<file path="src/rtl/core/spq_pkg.sv">
// Shared definitions for the sorted priority queue: sizes, codes and
// the stored entry type. Depends on nothing; used by every file in rtl/core.
package spq_pkg;

   localparam int DEPTH  = 16;
   localparam int IDX_W  = (DEPTH > 1) ? $clog2(DEPTH) : 1;
   localparam int CNT_W  = $clog2(DEPTH + 1);
   localparam int KEY_W  = 32;
   localparam int DATA_W = 32;
   localparam int OCC_W  = 5;
   localparam int STAT_W = 2;

   localparam logic OP_INSERT = 1'b0;
   localparam logic OP_DELETE = 1'b1;

   localparam logic [STAT_W-1:0] STATUS_DONE  = 2'd0;
   localparam logic [STAT_W-1:0] STATUS_FULL  = 2'd1;
   localparam logic [STAT_W-1:0] STATUS_EMPTY = 2'd2;

   typedef struct packed {
      logic signed [KEY_W-1:0] key;
      logic [DATA_W-1:0]       data;
   } entry_type;

   // One access slot of the entry store per cycle: an optional write and a read.
   typedef struct packed {
      logic             wr_en;
      logic [IDX_W-1:0] wr_addr;
      entry_type        wr_entry;
      logic [IDX_W-1:0] rd_addr;
   } store_req_type;

   typedef enum logic [5:0] {
      ST_IDLE    = 6'b000001,
      ST_INS_RD  = 6'b000010,
      ST_INS_CMP = 6'b000100,
      ST_INS_PUT = 6'b001000,
      ST_DEL_RD  = 6'b010000,
      ST_DEL_MV  = 6'b100000
   } state_type;

endpackage

</file>
<file path="src/rtl/core/spq_store.sv">
// Entry store of the sorted priority queue: one write and one registered
// read per cycle. Depends on spq_pkg for the entry and request types.
module spq_store (
   input  logic                   clock,
   input  spq_pkg::store_req_type req,
   output spq_pkg::entry_type     rd_entry
);

   spq_pkg::entry_type mem [spq_pkg::DEPTH];
   spq_pkg::entry_type rd_entry_ff;

   always_ff @(posedge clock) begin
      if (req.wr_en) begin
         mem[req.wr_addr] <= req.wr_entry;
      end
   end

   always_ff @(posedge clock) begin
      rd_entry_ff <= mem[req.rd_addr];
   end

   assign rd_entry = rd_entry_ff;

endmodule

</file>
<file path="src/rtl/core/sorted_priority_queue.sv">
// Sorted min-priority queue: sequencer and one shared key comparator over the entry store
// in spq_store; sizes and codes come from spq_pkg.
// A refused insert or a delete on an empty queue answers in the cycle after start.
// An insert reads and compares each entry from the tail until it stops at a smaller key,
// or writes the new entry at address 0 once it has moved them all; a delete reads and
// moves each entry in turn. busy stays high throughout; synchronous reset empties it.
module sorted_priority_queue (
   input  logic                             clock,
   input  logic                             reset,
   input  logic                             start,
   output logic                             busy,
   input  logic                             req_operation,
   input  logic signed [spq_pkg::KEY_W-1:0] req_key,
   input  logic [spq_pkg::DATA_W-1:0]       req_data,
   output logic                             rsp_strobe,
   output logic [spq_pkg::STAT_W-1:0]       rsp_status,
   output logic signed [spq_pkg::KEY_W-1:0] rsp_out_key,
   output logic [spq_pkg::DATA_W-1:0]       rsp_out_data,
   output logic [spq_pkg::OCC_W-1:0]        rsp_occupancy
);

   localparam int IDX_W = spq_pkg::IDX_W;
   localparam int CNT_W = spq_pkg::CNT_W;

   spq_pkg::state_type state_ff, state_in;

   // Entries are kept in ascending key order at addresses 0 .. fill_ff-1.
   logic [CNT_W-1:0] fill_ff, fill_in;
   logic [IDX_W-1:0] idx_ff, idx_in;

   // The accepted word is held for the whole operation.
   spq_pkg::entry_type               new_ff, new_in;

   logic                             strobe_ff, strobe_in;
   logic [spq_pkg::STAT_W-1:0]       status_ff, status_in;
   logic signed [spq_pkg::KEY_W-1:0] out_key_ff, out_key_in;
   logic [spq_pkg::DATA_W-1:0]       out_data_ff, out_data_in;

   spq_pkg::store_req_type store_req;
   spq_pkg::entry_type     rd_entry;

   logic [CNT_W-1:0] fill_m1;
   logic [IDX_W-1:0] idx_p1;
   logic [IDX_W-1:0] idx_m1;
   logic             key_ge;
   logic             idx_last;
   logic             accept;
   logic [CNT_W+spq_pkg::OCC_W-1:0] occ_wide;

   spq_store u_store (
      .clock    (clock),
      .req      (store_req),
      .rd_entry (rd_entry)
   );

   assign accept   = start && (state_ff == spq_pkg::ST_IDLE);
   assign fill_m1  = fill_ff - CNT_W'(1);
   assign idx_p1   = idx_ff + IDX_W'(1);
   assign idx_m1   = idx_ff - IDX_W'(1);
   // The one shared comparator: stored key against the new key, signed.
   assign key_ge   = (rd_entry.key >= new_ff.key);
   assign idx_last = (CNT_W'(idx_ff) == fill_m1);

   always_comb begin
      state_in    = state_ff;
      fill_in     = fill_ff;
      idx_in      = idx_ff;
      new_in      = new_ff;
      strobe_in   = 1'b0;
      status_in   = status_ff;
      out_key_in  = out_key_ff;
      out_data_in = out_data_ff;

      store_req          = '0;
      store_req.rd_addr  = idx_ff;
      store_req.wr_entry = new_ff;

      case (state_ff)
         spq_pkg::ST_IDLE: begin
            if (accept) begin
               new_in.key  = req_key;
               new_in.data = req_data;
               out_key_in  = '0;
               out_data_in = '0;
               if (req_operation == spq_pkg::OP_INSERT) begin
                  if (fill_ff == CNT_W'(spq_pkg::DEPTH)) begin
                     strobe_in = 1'b1;
                     status_in = spq_pkg::STATUS_FULL;
                  end else if (fill_ff == '0) begin
                     state_in = spq_pkg::ST_INS_PUT;
                  end else begin
                     idx_in   = fill_m1[IDX_W-1:0];
                     state_in = spq_pkg::ST_INS_RD;
                  end
               end else begin
                  if (fill_ff == '0) begin
                     strobe_in = 1'b1;
                     status_in = spq_pkg::STATUS_EMPTY;
                  end else begin
                     idx_in   = '0;
                     state_in = spq_pkg::ST_DEL_RD;
                  end
               end
            end
         end

         // Insert walks from the tail toward the head, moving every entry whose key
         // is greater than or equal to the new key up by one address.
         spq_pkg::ST_INS_RD: begin
            state_in = spq_pkg::ST_INS_CMP;
         end

         spq_pkg::ST_INS_CMP: begin
            store_req.wr_en   = 1'b1;
            store_req.wr_addr = idx_p1;
            if (key_ge) begin
               store_req.wr_entry = rd_entry;
               if (idx_ff == '0) begin
                  state_in = spq_pkg::ST_INS_PUT;
               end else begin
                  idx_in   = idx_m1;
                  state_in = spq_pkg::ST_INS_RD;
               end
            end else begin
               strobe_in = 1'b1;
               status_in = spq_pkg::STATUS_DONE;
               fill_in   = fill_ff + CNT_W'(1);
               state_in  = spq_pkg::ST_IDLE;
            end
         end

         spq_pkg::ST_INS_PUT: begin
            store_req.wr_en   = 1'b1;
            store_req.wr_addr = '0;
            strobe_in         = 1'b1;
            status_in         = spq_pkg::STATUS_DONE;
            fill_in           = fill_ff + CNT_W'(1);
            state_in          = spq_pkg::ST_IDLE;
         end

         // Delete reads the head first, then moves each later entry down by one.
         spq_pkg::ST_DEL_RD: begin
            state_in = spq_pkg::ST_DEL_MV;
         end

         spq_pkg::ST_DEL_MV: begin
            if (idx_ff == '0) begin
               out_key_in  = rd_entry.key;
               out_data_in = rd_entry.data;
            end else begin
               store_req.wr_en    = 1'b1;
               store_req.wr_addr  = idx_m1;
               store_req.wr_entry = rd_entry;
            end
            if (idx_last) begin
               strobe_in = 1'b1;
               status_in = spq_pkg::STATUS_DONE;
               fill_in   = fill_m1;
               state_in  = spq_pkg::ST_IDLE;
            end else begin
               idx_in   = idx_p1;
               state_in = spq_pkg::ST_DEL_RD;
            end
         end

         default: begin
            state_in = spq_pkg::ST_IDLE;
         end
      endcase
   end

   always_ff @(posedge clock) begin
      if (reset) begin
         state_ff  <= spq_pkg::ST_IDLE;
         fill_ff   <= '0;
         strobe_ff <= 1'b0;
      end else begin
         state_ff  <= state_in;
         fill_ff   <= fill_in;
         strobe_ff <= strobe_in;
      end
   end

   always_ff @(posedge clock) begin
      idx_ff      <= idx_in;
      new_ff      <= new_in;
      status_ff   <= status_in;
      out_key_ff  <= out_key_in;
      out_data_ff <= out_data_in;
   end

   // The count is updated at the same edge that raises the strobe, so it is
   // the occupancy after the operation; it wraps if it outgrows the field.
   assign occ_wide = {{spq_pkg::OCC_W{1'b0}}, fill_ff};

   assign busy          = (state_ff != spq_pkg::ST_IDLE);
   assign rsp_strobe    = strobe_ff;
   assign rsp_status    = status_ff;
   assign rsp_out_key   = out_key_ff;
   assign rsp_out_data  = out_data_ff;
   assign rsp_occupancy = occ_wide[spq_pkg::OCC_W-1:0];

   // An accepted word either starts a multi-cycle operation or answers at once.
   a_accept_progress: assert property (@(posedge clock) disable iff (reset)
      accept |=> (busy || rsp_strobe))
      else $error("accepted word neither started nor answered");

   a_strobe_idle: assert property (@(posedge clock) disable iff (reset)
      rsp_strobe |-> !busy)
      else $error("result strobe while still busy");

   a_fill_bound: assert property (@(posedge clock) disable iff (reset)
      fill_ff <= CNT_W'(spq_pkg::DEPTH))
      else $error("fill level beyond depth");

   a_refused_zero: assert property (@(posedge clock) disable iff (reset)
      (rsp_strobe && rsp_status != spq_pkg::STATUS_DONE)
         |-> (rsp_out_key == '0 && rsp_out_data == '0))
      else $error("refused operation returned nonzero payload");

   a_full_count: assert property (@(posedge clock) disable iff (reset)
      (rsp_strobe && rsp_status == spq_pkg::STATUS_FULL) |-> fill_ff == CNT_W'(spq_pkg::DEPTH))
      else $error("full status with room left");

   a_empty_count: assert property (@(posedge clock) disable iff (reset)
      (rsp_strobe && rsp_status == spq_pkg::STATUS_EMPTY) |-> fill_ff == '0)
      else $error("empty status with entries held");

endmodule
</file>
<file path="config.mk">
export PLATFORM = sky130hd
export DESIGN_NAME = sorted_priority_queue
export DESIGN_NICKNAME = d
export VERILOG_FILES = /design/src/rtl/core/spq_pkg.sv /design/src/rtl/core/spq_store.sv /design/src/rtl/core/sorted_priority_queue.sv
export SDC_FILE = /design/constraint.sdc
export NUM_CORES = 1
export LEC_CHECK = 0
export ABC_CLOCK_PERIOD_IN_PS = 6400
export CAP_MARGIN = 20
export CORE_UTILIZATION = 40
export DETAILED_ROUTE_END_ITERATION = 10
export DONT_BUFFER_PORTS = 1
export PLACE_DENSITY = 0.63
export SYNTH_ARGS = -nofsm -noshare
export SYNTH_HDL_FRONTEND = slang
export SYNTH_HIERARCHICAL = 1
export SYNTH_SLANG_ARGS = --single-unit
</file>
<file path="constraint.sdc">
create_clock -name clock -period 6.4 [get_ports clock]
set_input_delay 0.32 -clock clock [delete_from_list [all_inputs] [get_ports clock]]
set_output_delay 0.32 -clock clock [all_outputs]
set_load 0.05 [all_outputs]
</file>
==> out/qor.yml <==
leakage_nw: 17.3
required_ns: 6.79
path_class: "reg2reg"
syn_area_per_cell_um2: 21.4
antenna_found_initial: 7
grt_max_degree: 147
hold_class: "in2reg"
wirelength_mm: 109
dp_hpwl_mm: 53.0
dieHeight_um: 345
final_cell_mix: "edfxtp_1, mux4_2, a22oi_1"
n_fill_cell: 9408
gp_congestion: 0.767
power.total_mw: 17.7
cp_max_fo: 45
combPwrFrac_pct: 5.2
drv_cap: 0
grt_pass1_vias: 22700
tightest_slew_ns: 1.06
seq_power_share_pct: 55.1
cts_resized: 0
drc_errors: 0
fmaxAchievable_mhz: 218
wl_per_cell_um: 27.5
drt_iter0_drc: 2270
status: "completed"
hold_viol_final: 0
synth-seq-area-share_pct: 77.0
post-cts-setup-buffers: 0
rows: 125
power_density_mw_per_mm2: 330
clkSinkCount: 1234
layout-drive-gt1-share_pct: 23.9
cp_data_arrival_time_ns: 4.98
layout_min_cycle_time_ns: 4.59
critPathLaunchType: "flop"
firstDrtPassIters: 5
grt_pass1_wl_mm: 157
period_share_pct: 71.7
syn_nets: 2310
clk_pin_slew_ns: 0.06
reg2reg_slack_ns: 1.81
gr-usage-all-layers_pct: 18.1
num_io_pins: 141
layout_commonest_cell: "edfxtp_1"
whs_ns: 0.0462
fin_skew_ns: 0.0292
ys_async_sr_fraction_pct: 0
vias: 22200
p_int_mw: 13.7
netSwitchingFraction_pct: 22.6
synth_seq_cells: 1234
ys_top_cells_by_area: "edfxtp_1, mux4_2, dfxtp_1"
rsz0062_at_grt: "false"
final_area_mm2: 0.0536
netlist.area_leader.share_pct: 73.8
syn_area_mm2: 0.0471
initial_core_util_pct: 40.4
clkLatencyLatePin_ns: 0.70
synth_warnings: 6
synth.lib_cells_used.distinct: 63
dieArea_mm2: 0.119
numCtsBuffers: 118
slew_violations: 0
p_sw_mw: 3.99
root_buffer: "clkbuf_16"
die_w_um: 345
setup_viol: 0
cts_tree: "yes"
fp.coreArea_mm2: 0.117
place.port_buffers: 0
clockBufferDepth: 3
synth_top_cell_by_area: "edfxtp_1"
h-tree-depth: 3
setup-tns-final_ns: 0
power.share.clock_pct: 39.7
ir_drop_mv: 0.229
syn_inst: 2205
endpoint_kind: "flop"
viasPerCell: 5.60
synth_edf_count: 1158
area_delta_synth_final_pct: 13.9
dpl_cell_area_mm2: 0.0490
nets: 2435
synth_ff_type: "edfxtp_1"
ant_nets: 0
overflow: 0
max-slew-margin-rel_pct: 29.4
-- worst max-delay path, stage by stage (launching register included) --
cell      delay [ns]
edfxtp_1        0.35
inv_1           0.05
ha_1            0.31
nand4_1         0.24
nor4_2          0.48
nand2_1         0.25
a31oi_1         0.65
o31ai_4         0.24
nand2_8         0.54
buf_4           0.57
mux2_2          0.52
-- area by class of cell --
type                       instances  area (um2)  area share, %
clock buffer                     170        3370           6.28
inverter                          40         153          0.285
tap                             1524        1910           3.56
antenna                            2        5.00        0.00933
timing repair buffer             111        1130           2.10
clock inverter                    52         578           1.08
multi-input combinational        825       10200           19.0
sequential                      1234       36300           67.7
-- timing repair --
| action | 4_1_cts | 5_1_grt |
|---|---|---|
| setup endpoints to repair | 0 | 0 |
| endpoints found under the hold margin | 81 | 0 |
| hold buffers | 67 | 0 |
-- sequential cells by signal, summed over array words and instances, names as in the netlist --
| signal | cells |
|---|---|
| new_ff | 64 |
| rsp_out_key | 32 |
| rsp_status | 2 |
| state_ff | 6 |
| idx_ff | 4 |
| rsp_occupancy | 5 |
| u_store/rd_entry | 64 |
| u_store/mem | 1024 |
| rsp_strobe | 1 |
| rsp_out_data | 32 |
-- routing by layer --
| metal | global-route usage, % | part of all wire, % | wire (um) | vias to the layer above |
|---|---|---|---|---|
| li1 | - | - | - | 9350 |
| met1 | 25.4 | 43 | 46800 | 11800 |
| met2 | 29.2 | 48 | 52100 | 802 |
| met3 | 3.76 | 7.3 | 7940 | 149 |
| met4 | 4.08 | 1.6 | 1730 | 8 |
| met5 | 0 | 0.054 | 59 | - |
-- synthesized netlist by cell type, types with 2 or more instances --
cell / count
and4_1: 4
mux4_2: 256
a21oi_1: 28
o211ai_1: 2
nor2_1: 41
and3_1: 3
inv_1: 40
a31oi_1: 3
clkbuf_1: 48
nand3_1: 11
edfxtp_1: 1158
nor3_1: 11
nand2_1: 89
nand2b_1: 2
o21ai_0: 17
ha_1: 37
a211oi_1: 3
and3_2: 3
a21o_1: 2
a2bb2oi_1: 3
and2_1: 65
mux2_4: 60
xnor2_1: 5
buf_1: 17
nor2b_1: 4
buf_2: 15
dfxtp_1: 76
or3_1: 5
buf_6: 13
xor2_1: 4
buf_4: 6
a22oi_1: 129
mux2_2: 5
buf_12: 6
o21a_1: 5
nand3b_1: 2
-- metrics by stage --
step | worst slack, ns | util (%) | std cells
floorplan | 0.329 | - | 2205
detailed placement | 1.80 | 42.1 | 3667
finish | 1.81 | 46.0 | 3958
global route | 1.71 | 46.0 | 3957
global placement | 1.76 | 42.1 | 3667
CTS | 1.78 | 46.0 | 3956
-- power groups by stage --
stage          Combinational, mW  Clock (mW)  Sequential (mW)
2_1_floorplan              0.615           0             9.87
3_3_place_gp               0.843           0             9.92
3_5_place_dp               0.898           0             9.92
4_1_cts                    0.941        7.14             9.75
5_1_grt                     1.03        7.44             9.76
6_report                   0.928        7.01             9.74
-- final timing paths --
kind                                     from                             to  cells past startpoint
setup / recovery         new_ff[59]$_DFFE_PP_  u_store/mem[12][41]$_DFFE_PP_                     10
hold / removal                  req_operation            idx_ff[1]$_DFFE_PP_                      3
setup reg to reg         new_ff[59]$_DFFE_PP_  u_store/mem[12][41]$_DFFE_PP_                     10
hold reg to reg   u_store/rd_entry[5]$_DFF_P_  rsp_out_data[5]$_SDFFCE_PN0P_                      1
-- kinds of logic (layout without fill, tap and decap cells) --
family,count (synthesis),in the layout,synth area share [%]
DFF,1234,1234,77.0
muxes,321,321,14.3
and+or+nand+nor,249,249,2.66
AOI/OAI and AO/OA,209,209,3.19
buffers and inverters,146,373,1.69
adders and majority gates,37,37,0.983
xor gates and xnor gates,9,9,0.167
other,0,2,0
(Power assumes the default switching activity.)
